--- config.mk ---
export PLATFORM = sky130hd
export DESIGN_NAME = rgb_to_yuv422_packer_flat
export DESIGN_NICKNAME = d
export VERILOG_FILES = /design/src/sv/rgbyuv_pkg.sv /design/src/sv/rgbyuv_if.sv /design/src/sv/rgbyuv_csc.sv /design/src/sv/rgb_to_yuv422_packer.sv /design/src/flat_wrapper.sv
export SDC_FILE = /design/constraint.sdc
export NUM_CORES = 2
export LEC_CHECK = 0
export BUFFER_PORTS_ARGS = -buffer_cell sky130_fd_sc_hd__buf_2
export CAP_MARGIN = 20
export CORE_ASPECT_RATIO = 1.1
export CORE_UTILIZATION = 40
export DETAILED_ROUTE_END_ITERATION = 10
export MAX_ROUTING_LAYER = met4
export PLACE_DENSITY_LB_ADDON = 0.3
export SETUP_SLACK_MARGIN = 0.4
export SYNTH_ARGS = -nofsm -noshare
export SYNTH_HDL_FRONTEND = slang
export SYNTH_SLANG_ARGS = --single-unit
--- constraint.sdc ---
create_clock -name clk -period 9.87 [get_ports clk]
set_input_delay 0.987 -clock clk [delete_from_list [all_inputs] [get_ports clk]]
set_output_delay 0.987 -clock clk [all_outputs]
set_load 0.005 [all_outputs]
--- src/sv/rgbyuv_pkg.sv ---
package rgbyuv_pkg;

    localparam int PIX_W  = 8;
    localparam int CH_W   = 15;   // 32*c plus offset, signed
    localparam int ACC_W  = 36;   // coefficient product sums
    localparam int FRAC_W = 24;
    localparam int YUV_W  = 10;   // Y, U, V span 0..256
    localparam int WORD_W = 16;

    localparam int SCALE_SH = 5;  // channel scaled by 32
    localparam int BIAS     = 'h18;
    localparam logic signed [CH_W-1:0] R_OFS = CH_W'('h166F - BIAS);
    localparam logic signed [CH_W-1:0] G_OFS = CH_W'(-'h10EE - BIAS);
    localparam logic signed [CH_W-1:0] B_OFS = CH_W'('h1C5B - BIAS);

    // BT.601 coefficients, 24 fraction bits
    localparam logic signed [ACC_W-1:0] C_YR = 156544;
    localparam logic signed [ACC_W-1:0] C_YG = 307926;
    localparam logic signed [ACC_W-1:0] C_YB = 59818;
    localparam logic signed [ACC_W-1:0] C_UR = -88466;
    localparam logic signed [ACC_W-1:0] C_UG = -174017;
    localparam logic signed [ACC_W-1:0] C_UB = 262481;
    localparam logic signed [ACC_W-1:0] C_VR = 262968;
    localparam logic signed [ACC_W-1:0] C_VG = -220193;
    localparam logic signed [ACC_W-1:0] C_VB = -42775;

    typedef struct packed {
        logic signed [YUV_W-1:0] luma;
        logic signed [YUV_W-1:0] cb;
        logic signed [YUV_W-1:0] cr;
        logic                    first;
    } yuv_t;

endpackage

--- src/sv/rgbyuv_if.sv ---
interface rgbyuv_pix_if;
    logic       valid;
    logic       ready;
    logic [7:0] red;
    logic [7:0] green;
    logic [7:0] blue;
    logic       first_of_frame;

    modport source (output valid, output red, output green, output blue,
                    output first_of_frame, input ready);
    modport sink   (input valid, input red, input green, input blue,
                    input first_of_frame, output ready);
endinterface

interface rgbyuv_word_if;
    logic        valid;
    logic        ready;
    logic [15:0] luma_cb_word;
    logic [15:0] luma_cr_word;

    modport source (output valid, output luma_cb_word, output luma_cr_word,
                    input ready);
    modport sink   (input valid, input luma_cb_word, input luma_cr_word,
                    output ready);
endinterface

--- src/sv/rgbyuv_csc.sv ---
// Three-stage color conversion: input register, products, truncated sums.
module rgbyuv_csc (
    input  logic               clk,
    input  logic               rst_n,
    rgbyuv_pix_if.sink         pix,
    output logic               yuv_valid,
    input  logic               yuv_ready,
    output rgbyuv_pkg::yuv_t   yuv
);
    import rgbyuv_pkg::*;

    // truncate toward zero on the divide by 2^24
    function automatic logic signed [YUV_W-1:0] fix_trunc(
        input logic signed [ACC_W-1:0] acc);
        logic signed [ACC_W-1:0] q;
        q = acc >>> FRAC_W;
        if (acc[ACC_W-1] && (|acc[FRAC_W-1:0]))
        begin
            q = q + ACC_W'(1);
        end
        return q[YUV_W-1:0];
    endfunction

    function automatic logic signed [ACC_W-1:0] sext(input logic signed [CH_W-1:0] c);
        return $signed({{(ACC_W-CH_W){c[CH_W-1]}}, c});
    endfunction

    // stage 1: registered pixel
    logic             s1_valid_reg;
    logic [PIX_W-1:0] r_reg, g_reg, b_reg;
    logic             s1_first_reg;

    // stage 2: products
    logic                    s2_valid_reg;
    logic signed [ACC_W-1:0] p_reg [9];
    logic                    s2_first_reg;

    // stage 3: Y, U, V
    logic s3_valid_reg;
    yuv_t s3_reg;

    logic rdy1, rdy2, rdy3;
    logic signed [CH_W-1:0] rs, gs, bs;
    logic signed [ACC_W-1:0] p_next [9];
    logic signed [ACC_W-1:0] y_acc, u_acc, v_acc;
    yuv_t s3_next;

    assign rdy3      = !s3_valid_reg || yuv_ready;
    assign rdy2      = !s2_valid_reg || rdy3;
    assign rdy1      = !s1_valid_reg || rdy2;
    assign pix.ready = rdy1;

    always_comb
    begin
        rs = $signed({2'b00, r_reg, SCALE_SH'(0)}) + R_OFS;
        gs = $signed({2'b00, g_reg, SCALE_SH'(0)}) + G_OFS;
        bs = $signed({2'b00, b_reg, SCALE_SH'(0)}) + B_OFS;
        p_next[0] = sext(rs) * C_YR;
        p_next[1] = sext(gs) * C_YG;
        p_next[2] = sext(bs) * C_YB;
        p_next[3] = sext(rs) * C_UR;
        p_next[4] = sext(gs) * C_UG;
        p_next[5] = sext(bs) * C_UB;
        p_next[6] = sext(rs) * C_VR;
        p_next[7] = sext(gs) * C_VG;
        p_next[8] = sext(bs) * C_VB;
    end

    always_comb
    begin
        y_acc = p_reg[0] + p_reg[1] + p_reg[2];
        u_acc = p_reg[3] + p_reg[4] + p_reg[5];
        v_acc = p_reg[6] + p_reg[7] + p_reg[8];
        s3_next.luma  = fix_trunc(y_acc);
        s3_next.cb    = fix_trunc(u_acc);
        s3_next.cr    = fix_trunc(v_acc);
        s3_next.first = s2_first_reg;
    end

    always_ff @(posedge clk or negedge rst_n)
    begin
        if (!rst_n)
        begin
            s1_valid_reg <= 1'b0;
            s2_valid_reg <= 1'b0;
            s3_valid_reg <= 1'b0;
        end
        else
        begin
            if (rdy1)
            begin
                s1_valid_reg <= pix.valid;
            end
            if (rdy2)
            begin
                s2_valid_reg <= s1_valid_reg;
            end
            if (rdy3)
            begin
                s3_valid_reg <= s2_valid_reg;
            end
        end
    end

    always_ff @(posedge clk)
    begin
        if (rdy1 && pix.valid)
        begin
            r_reg        <= pix.red;
            g_reg        <= pix.green;
            b_reg        <= pix.blue;
            s1_first_reg <= pix.first_of_frame;
        end
        if (rdy2 && s1_valid_reg)
        begin
            p_reg        <= p_next;
            s2_first_reg <= s1_first_reg;
        end
        if (rdy3 && s2_valid_reg)
        begin
            s3_reg <= s3_next;
        end
    end

    assign yuv_valid = s3_valid_reg;
    assign yuv       = s3_reg;

endmodule

--- src/sv/rgb_to_yuv422_packer.sv ---
// Channel  Dir  Payload                                   Transaction
// pix      in   red, green, blue [7:0], first_of_frame    one RGB888 pixel
// word     out  luma_cb_word, luma_cr_word [15:0]         one YUV422 pixel pair
//
// One pixel per clock sustained while word is not stalled. The word is offered
// once the second pixel of a pair has passed the input register, which loads on
// the accepting edge, then the product, truncated-sum and output registers.
// Reset clears all valid flags and the pairing toggle; data registers are
// not reset. A stall on word backs up stage by stage; bubbles are absorbed,
// and first-of-pair pixels keep flowing while the output is held.
module rgb_to_yuv422_packer (
    input  logic          clk,
    input  logic          rst_n,
    rgbyuv_pix_if.sink    pix,
    rgbyuv_word_if.source word
);
    import rgbyuv_pkg::*;

    // average of two values, truncated toward zero
    function automatic logic signed [YUV_W-1:0] avg2(
        input logic signed [YUV_W-1:0] a, input logic signed [YUV_W-1:0] b);
        logic signed [YUV_W:0] s;
        logic signed [YUV_W:0] h;
        s = $signed({a[YUV_W-1], a}) + $signed({b[YUV_W-1], b});
        h = s >>> 1;
        if (s[YUV_W] && s[0])
        begin
            h = h + (YUV_W+1)'(1);
        end
        return h[YUV_W-1:0];
    endfunction

    function automatic logic [PIX_W-1:0] clamp8(input logic signed [YUV_W-1:0] v);
        logic [PIX_W-1:0] c;
        if (v[YUV_W-1])
        begin
            c = '0;
        end
        else if (|v[YUV_W-2:PIX_W])
        begin
            c = '1;
        end
        else
        begin
            c = v[PIX_W-1:0];
        end
        return c;
    endfunction

    logic yuv_valid;
    logic yuv_ready;
    yuv_t yuv;

    rgbyuv_csc u_csc (
        .clk       (clk),
        .rst_n     (rst_n),
        .pix       (pix),
        .yuv_valid (yuv_valid),
        .yuv_ready (yuv_ready),
        .yuv       (yuv)
    );

    // pairing state
    logic second_reg, second_next;
    logic signed [YUV_W-1:0] held_luma_reg, held_cb_reg, held_cr_reg;

    // output register
    logic              out_valid_reg, out_valid_next;
    logic [WORD_W-1:0] cb_word_reg, cr_word_reg;
    logic [WORD_W-1:0] cb_word_next, cr_word_next;

    logic take;
    logic pair_done;

    // a second pixel needs the output register free; a first pixel never waits
    assign pair_done = second_reg && !yuv.first;
    assign yuv_ready = !pair_done || !out_valid_reg || word.ready;
    assign take      = yuv_valid && yuv_ready;

    always_comb
    begin
        second_next    = second_reg;
        out_valid_next = out_valid_reg && !word.ready;
        cb_word_next   = {clamp8(avg2(held_cb_reg, yuv.cb)), clamp8(held_luma_reg)};
        cr_word_next   = {clamp8(avg2(held_cr_reg, yuv.cr)), clamp8(yuv.luma)};
        if (take)
        begin
            if (pair_done)
            begin
                second_next    = 1'b0;
                out_valid_next = 1'b1;
            end
            else
            begin
                // frame start or first of a pair: hold this pixel
                second_next = 1'b1;
            end
        end
    end

    always_ff @(posedge clk or negedge rst_n)
    begin
        if (!rst_n)
        begin
            second_reg    <= 1'b0;
            out_valid_reg <= 1'b0;
        end
        else
        begin
            second_reg    <= second_next;
            out_valid_reg <= out_valid_next;
        end
    end

    always_ff @(posedge clk)
    begin
        if (take && !pair_done)
        begin
            held_luma_reg <= yuv.luma;
            held_cb_reg   <= yuv.cb;
            held_cr_reg   <= yuv.cr;
        end
        if (take && pair_done)
        begin
            cb_word_reg <= cb_word_next;
            cr_word_reg <= cr_word_next;
        end
    end

    assign word.valid        = out_valid_reg;
    assign word.luma_cb_word = cb_word_reg;
    assign word.luma_cr_word = cr_word_reg;

endmodule

--- src/flat_wrapper.sv ---
// flat-port wrapper written by rule: the top's interface ports become plain ports
module rgb_to_yuv422_packer_flat import rgbyuv_pkg::*;
  (clk, rst_n, pix_valid, pix_red, pix_green, pix_blue, pix_first_of_frame, pix_ready, word_valid, word_luma_cb_word, word_luma_cr_word, word_ready);
  rgbyuv_pix_if pix_i ();
  rgbyuv_word_if word_i ();
  input  logic clk;
  input  logic rst_n;
  input wire logic [$bits(pix_i.valid)-1:0] pix_valid;
  input wire logic [$bits(pix_i.red)-1:0] pix_red;
  input wire logic [$bits(pix_i.green)-1:0] pix_green;
  input wire logic [$bits(pix_i.blue)-1:0] pix_blue;
  input wire logic [$bits(pix_i.first_of_frame)-1:0] pix_first_of_frame;
  output wire logic [$bits(pix_i.ready)-1:0] pix_ready;
  output wire logic [$bits(word_i.valid)-1:0] word_valid;
  output wire logic [$bits(word_i.luma_cb_word)-1:0] word_luma_cb_word;
  output wire logic [$bits(word_i.luma_cr_word)-1:0] word_luma_cr_word;
  input wire logic [$bits(word_i.ready)-1:0] word_ready;
  assign pix_i.valid = pix_valid;
  assign pix_i.red = pix_red;
  assign pix_i.green = pix_green;
  assign pix_i.blue = pix_blue;
  assign pix_i.first_of_frame = pix_first_of_frame;
  assign pix_ready = pix_i.ready;
  assign word_valid = word_i.valid;
  assign word_luma_cb_word = word_i.luma_cb_word;
  assign word_luma_cr_word = word_i.luma_cr_word;
  assign word_i.ready = word_ready;
  rgb_to_yuv422_packer u_core (.clk(clk), .rst_n(rst_n), .pix(pix_i), .word(word_i));
endmodule
# ---- Word-level counts from Yosys, hierarchy flattened
# Cells that the tools add are included.
dict set report word_totals {
  reg_bits 435
  latch_bits 0
  ram_bits 0
  romBits 0
  input_bits 29
  out_inout_bits 34
  word_cells 95
  memories 0
}
dict set report op_classes {
  addsub 16
  n_mul 9
  div_mod_pow 0
  magnitude_cmp 0
  n_eq_ne 0
  n_shift 0
  muxes 12
  bitwise 0
  reduce_logical 28
}
# op n
set op_table {}
lappend op_table {{36-bit adder} 6}
lappend op_table {{15-bit by 19-bit multiplier with 34-bit output, second input constant} 3}
lappend op_table {{24-bit OR reduction} 3}
lappend op_table {{15-bit by 17-bit multiplier with 32-bit output, second input constant} 2}
lappend op_table {{10-bit by 2-bit adder with 10-bit output, second input constant} 5}
lappend op_table {{10-bit two-way mux} 5}
lappend op_table {{14-bit by 19-bit multiplier with 33-bit output, second input constant} 1}
lappend op_table {{8-bit two-way mux} 4}
lappend op_table {{14-bit by 16-bit multiplier with 30-bit output, second input constant} 1}
lappend op_table {{14-bit by 15-bit multiplier with 29-bit output, second input constant} 1}
lappend op_table {{13-bit by 13-bit adder with 14-bit output, second input constant} 2}
lappend op_table {{14-bit by 11-bit multiplier with 25-bit output, second input constant} 1}
lappend op_table {{10-bit by 10-bit adder with 11-bit output} 2}
lappend op_table {{14-bit by 14-bit adder with 15-bit output, second input constant} 1}
lappend op_table {{1-bit logical AND} 13}
lappend op_table {{1-bit logical NOT} 7}
lappend op_table {{1-bit logical OR} 5}
lappend op_table {{1-bit two-way mux} 3}

# ---- Logic depth before layout (Yosys ltp)
dict set report logic_depth {
  ltp_word 9
  mapped_depth 30
  depth_no_buf 29
}

# ---- Cells and area by module
# From an unflattened synthesis, not the netlist that was laid out.
dict set report unflattened {
  hier_cells 4267
  area_unflattened_um2 45471.1
}
# module instances cells_per_inst area_each_um2 seq_area_each_um2
set by_module_without_submodules {}
lappend by_module_without_submodules {rgbyuv_csc 1 3951 41895.2 8813.5}
lappend by_module_without_submodules {rgb_to_yuv422_packer 1 316 3575.9 1911.8}

# ---- Least setup slack after synthesis
# Ideal clock, no wire load.
dict set report synth_path {
  kind {register to register}
  from {register u_core.u_csc.g_reg[0]}
  to {register u_core.u_csc.p_reg[178] in the netlist's numbering (data pin)}
  setup_ns 0.260
  arrival_time_ns 8.762
  required_ns 9.610
  path_slack_ns 0.848
  path_stages_with_launch 31
  path_buffers 1
  synth_period_minus_slack_ns 9.022
  cell_sequence {edfxtp_1 clkbuf_1 inv_1 ha_1 a21boi_0 nor3_1 xor2_1 inv_1 fa_1 inv_1 ha_1 inv_1 fa_1 inv_1 fa_1 inv_1 fa_1 inv_1 ha_1 ha_1 a21o_1 nor3_1 o21ai_1 a41oi_2 o21bai_1 a31oi_2 o21ai_1 or4b_1 a31o_1 a21oi_1 xnor2_1}
}
# item line
set synth_rtl {}
lappend synth_rtl {{start, declared} rgbyuv_csc.sv:30} ;# logic [PIX_W-1:0] r_reg, g_reg, b_reg;
lappend synth_rtl {{start signal, assigned} rgbyuv_csc.sv:110} ;# g_reg <= pix.green;
lappend synth_rtl {{end signal, assigned} rgbyuv_csc.sv:116} ;# p_reg <= p_next;
lappend synth_rtl {{end, declared} rgbyuv_csc.sv:35} ;# logic signed [ACC_W-1:0] p_reg [9];

==> summary.md <==
| Metric | Value |
|---|---|
| RSZ-0062 raised after global routing | no |
| #FFs+latches synth | 357 |
| Most used cell, CP | fa_1 |
| Core Region | 113,000 um2 |
| Setup TNS | 0 ps |
| Number of distinct library cells after synthesis | 93 |
| Std cell rows | 129 |
| Area after DPL | 48,100 um2 |
| Root Buffer | clkbuf_16 |
| H-tree Lvls | 2 |
| Setup repair bufs after CTS | 0 |
| FF-to-FF path depth | 26 |
| Met1 Track Usage GR | 26.2% |
| Initial Util | 40.5% |
| Period utilization | 88.2% |
| Reg2reg setup slack | 1170 ps |
| Number of synthesis warnings | 0 |
| Post-route cell area | 49,700 um2 |
| Final Setup Violations | 0 |
| WL/cell | 19.1 um |
| Crit path launch type | flip-flop |
| Rel. slew slack | 28.3% |
| Bufs and invs on worst path | 6 |
| Minimum clock period | 8700 ps |
| Routability cong. | 0.938 |
| Antenna violations before repair | 7 |
| Yosys top cell by area | ha_1 |
| Routed Wire Length | 114,000 um |
| # DRC | 0 |
| Share of the synthesized area in the top cell type | 24.8% |
| Die Wd | 324 um |
| Max FFs per register | 233 |
| Ports | 63 |
| Layout Area Growth over Synthesis | 8.71% |
| Post-synthesis sequential area ratio | 23.4% |
| First-pass GRT wire length | 180,000 um |
| Vias per cell | 5.02 |
| Clk_skew | 60.7 ps |
| Post-CTS Resized | 0 |
| Top delay family on crit path | adder cells |
| Die H | 357 um |
| Slew Limit Fails | 0 |
| Outcome | finished clean |
| Die area | 116,000 um2 |
| CTS buffer count | 48 |
| CP peak stage delay | 640 ps |
| Clock sinks | 357 |
| Worst Path Arrival | 9050 ps |
| Max Cap Viol | 0 |
| Vias in the first global route | 31.4k |
| Hold Crit Class | input pin to async pin |
| Longest Clk Path Bufs | 3 |
| Worst setup path class | flip-flop to flip-flop |
| CP endpoint kind | flip-flop |
| RR Endpoint | u_core.u_csc.p_reg[70] |
| GRT Util Overall | 20.9% |
| Reg2reg start | u_core.u_csc.g_reg[0] |
| Area contributors post-synth | ha_1 (25%), edfxtp_1 (23%), fa_1 (21%) |
| Post-route setup slack | 1170 ps |
| Most frequent cell after synthesis | inv_1 |
| Post-synth EDFFs | 352 |
| Largest net degree at the start of global routing | 69 |
| CP required | 10,220 ps |
| DRT antenna net count | 0 |
| Ys async rst share | 1.40% |
| Met3 usage | 1.91% |
| Syn avg cell area | 10.6 um2 |
| Vias post-DR | 30.1k |
| Slowest CP cell | xor2_1 |
| Post-DP HPWL | 97,400 um |
| CTS tree | yes |
| Setup WS pre-CTS | 1230 ps |
| Clk Latency, worst-skew pair | 650 ps |
| Final nets | 5,867 |
| M2 GR Usage | 36.0% |
| Synth top cells by count | inv_1 (953), ha_1 (908), fa_1 (483) |
| Clock slew at reported path FFs | 60 ps |
| Fmax | 115 MHz |
| Grt total ovfl | 0 |
| Worst slew pin tran | 1070 ps |
| Top Usage Layer GRT | met2 |
| Post-synth net total | 5,742 |
| Worst-path fanout max | 23 |
| Port bufs | 62 |
| Post-Synthesis Cells | 4,322 |
| Drt initial violations | 1,422 |
| Hold_buf cts | 0 |
| Cell area after synthesis | 45,700 um2 |
| Post-synth top flop | edfxtp_1 |
| Share of cells above drive strength 1 | 5.55% |
| Hold Vio Cnt, Final | 0 |
| Pre-antenna DRT Iters | 5 |
metal layers:
layer / routed length (um) / vias to the layer above
li1: - / 14700
met1: 50400 / 14700
met2: 56700 / 538
met3: 4400 / 135
met4: 2990 / 0
met5: 0 / -
cell families (layout without fill, tap and decap cells):
group | Yosys count | count (layout) | synth area share (%)
adder cells (fa/ha/maj) | 1392 | 1392 | 46.0
multiplexers | 8 | 8 | 0.181
flip-flops | 357 | 357 | 23.4
AO/OA/AOI/OAI | 630 | 630 | 9.18
buffers and inverters | 968 | 1133 | 8.01
other | 0 | 5 | 0
XOR/XNOR | 331 | 331 | 6.37
AND/OR/NAND/NOR | 636 | 636 | 6.86
per-stage QoR:
stage          instances  util, %  hold WS (ps)
5_1_grt             5996     44.0           170
3_3_place_gp        5901     42.5           405
2_1_floorplan       4322        -           400
6_report            5998     44.0           178
3_5_place_dp        5903     42.6           411
4_1_cts             5993     44.0           143
layout make-up:
type | count | area (um2)
antenna | 5 | 12.5
clock buffer | 55 | 1270
clock inverter | 35 | 354
fill | 10800 | 63300
inverter | 953 | 3580
multi-input combinational | 2997 | 31400
sequential | 357 | 10700
tap | 1506 | 1880
timing repair buffer | 90 | 520
placed cells by master, fill, tap and decap left out, types with 45 or more instances in the layout:
cell	synthesis	layout
a21o_1	70	70
a21oi_1	190	190
buf_2	1	62
clkbuf_16	0	50
edfxtp_1	352	352
fa_1	483	483
ha_1	908	908
inv_1	953	952
nand2_1	133	133
nand3_1	61	61
nor2_1	190	190
nor3_1	45	45
o21ai_0	105	104
xnor2_1	237	237
xor2_1	92	91
how the worst max path moves through the flow:
stage | startpoint | endpoint | slack, ps | cells after the start
final | u_core.u_csc.g_reg[0] | u_core.u_csc.p_reg[70] | 1170 | 26
after global routing | u_core.u_csc.g_reg[0] | u_core.u_csc.p_reg[68] | 650 | 28
after CTS | u_core.u_csc.g_reg[0] | u_core.u_csc.p_reg[68] | 1130 | 25
after detailed placement | u_core.u_csc.g_reg[0] | u_core.u_csc.p_reg[70] | 1230 | 26
after global placement | u_core.u_csc.g_reg[0] | u_core.u_csc.p_reg[66] | 1290 | 28
after floorplan | u_core.u_csc.g_reg[0] | u_core.u_csc.p_reg[178] | 850 | 30
Power is left out: the tool's default activity adds up to more than one toggle a clock period on the data nets, which glitch-free logic cannot reach.
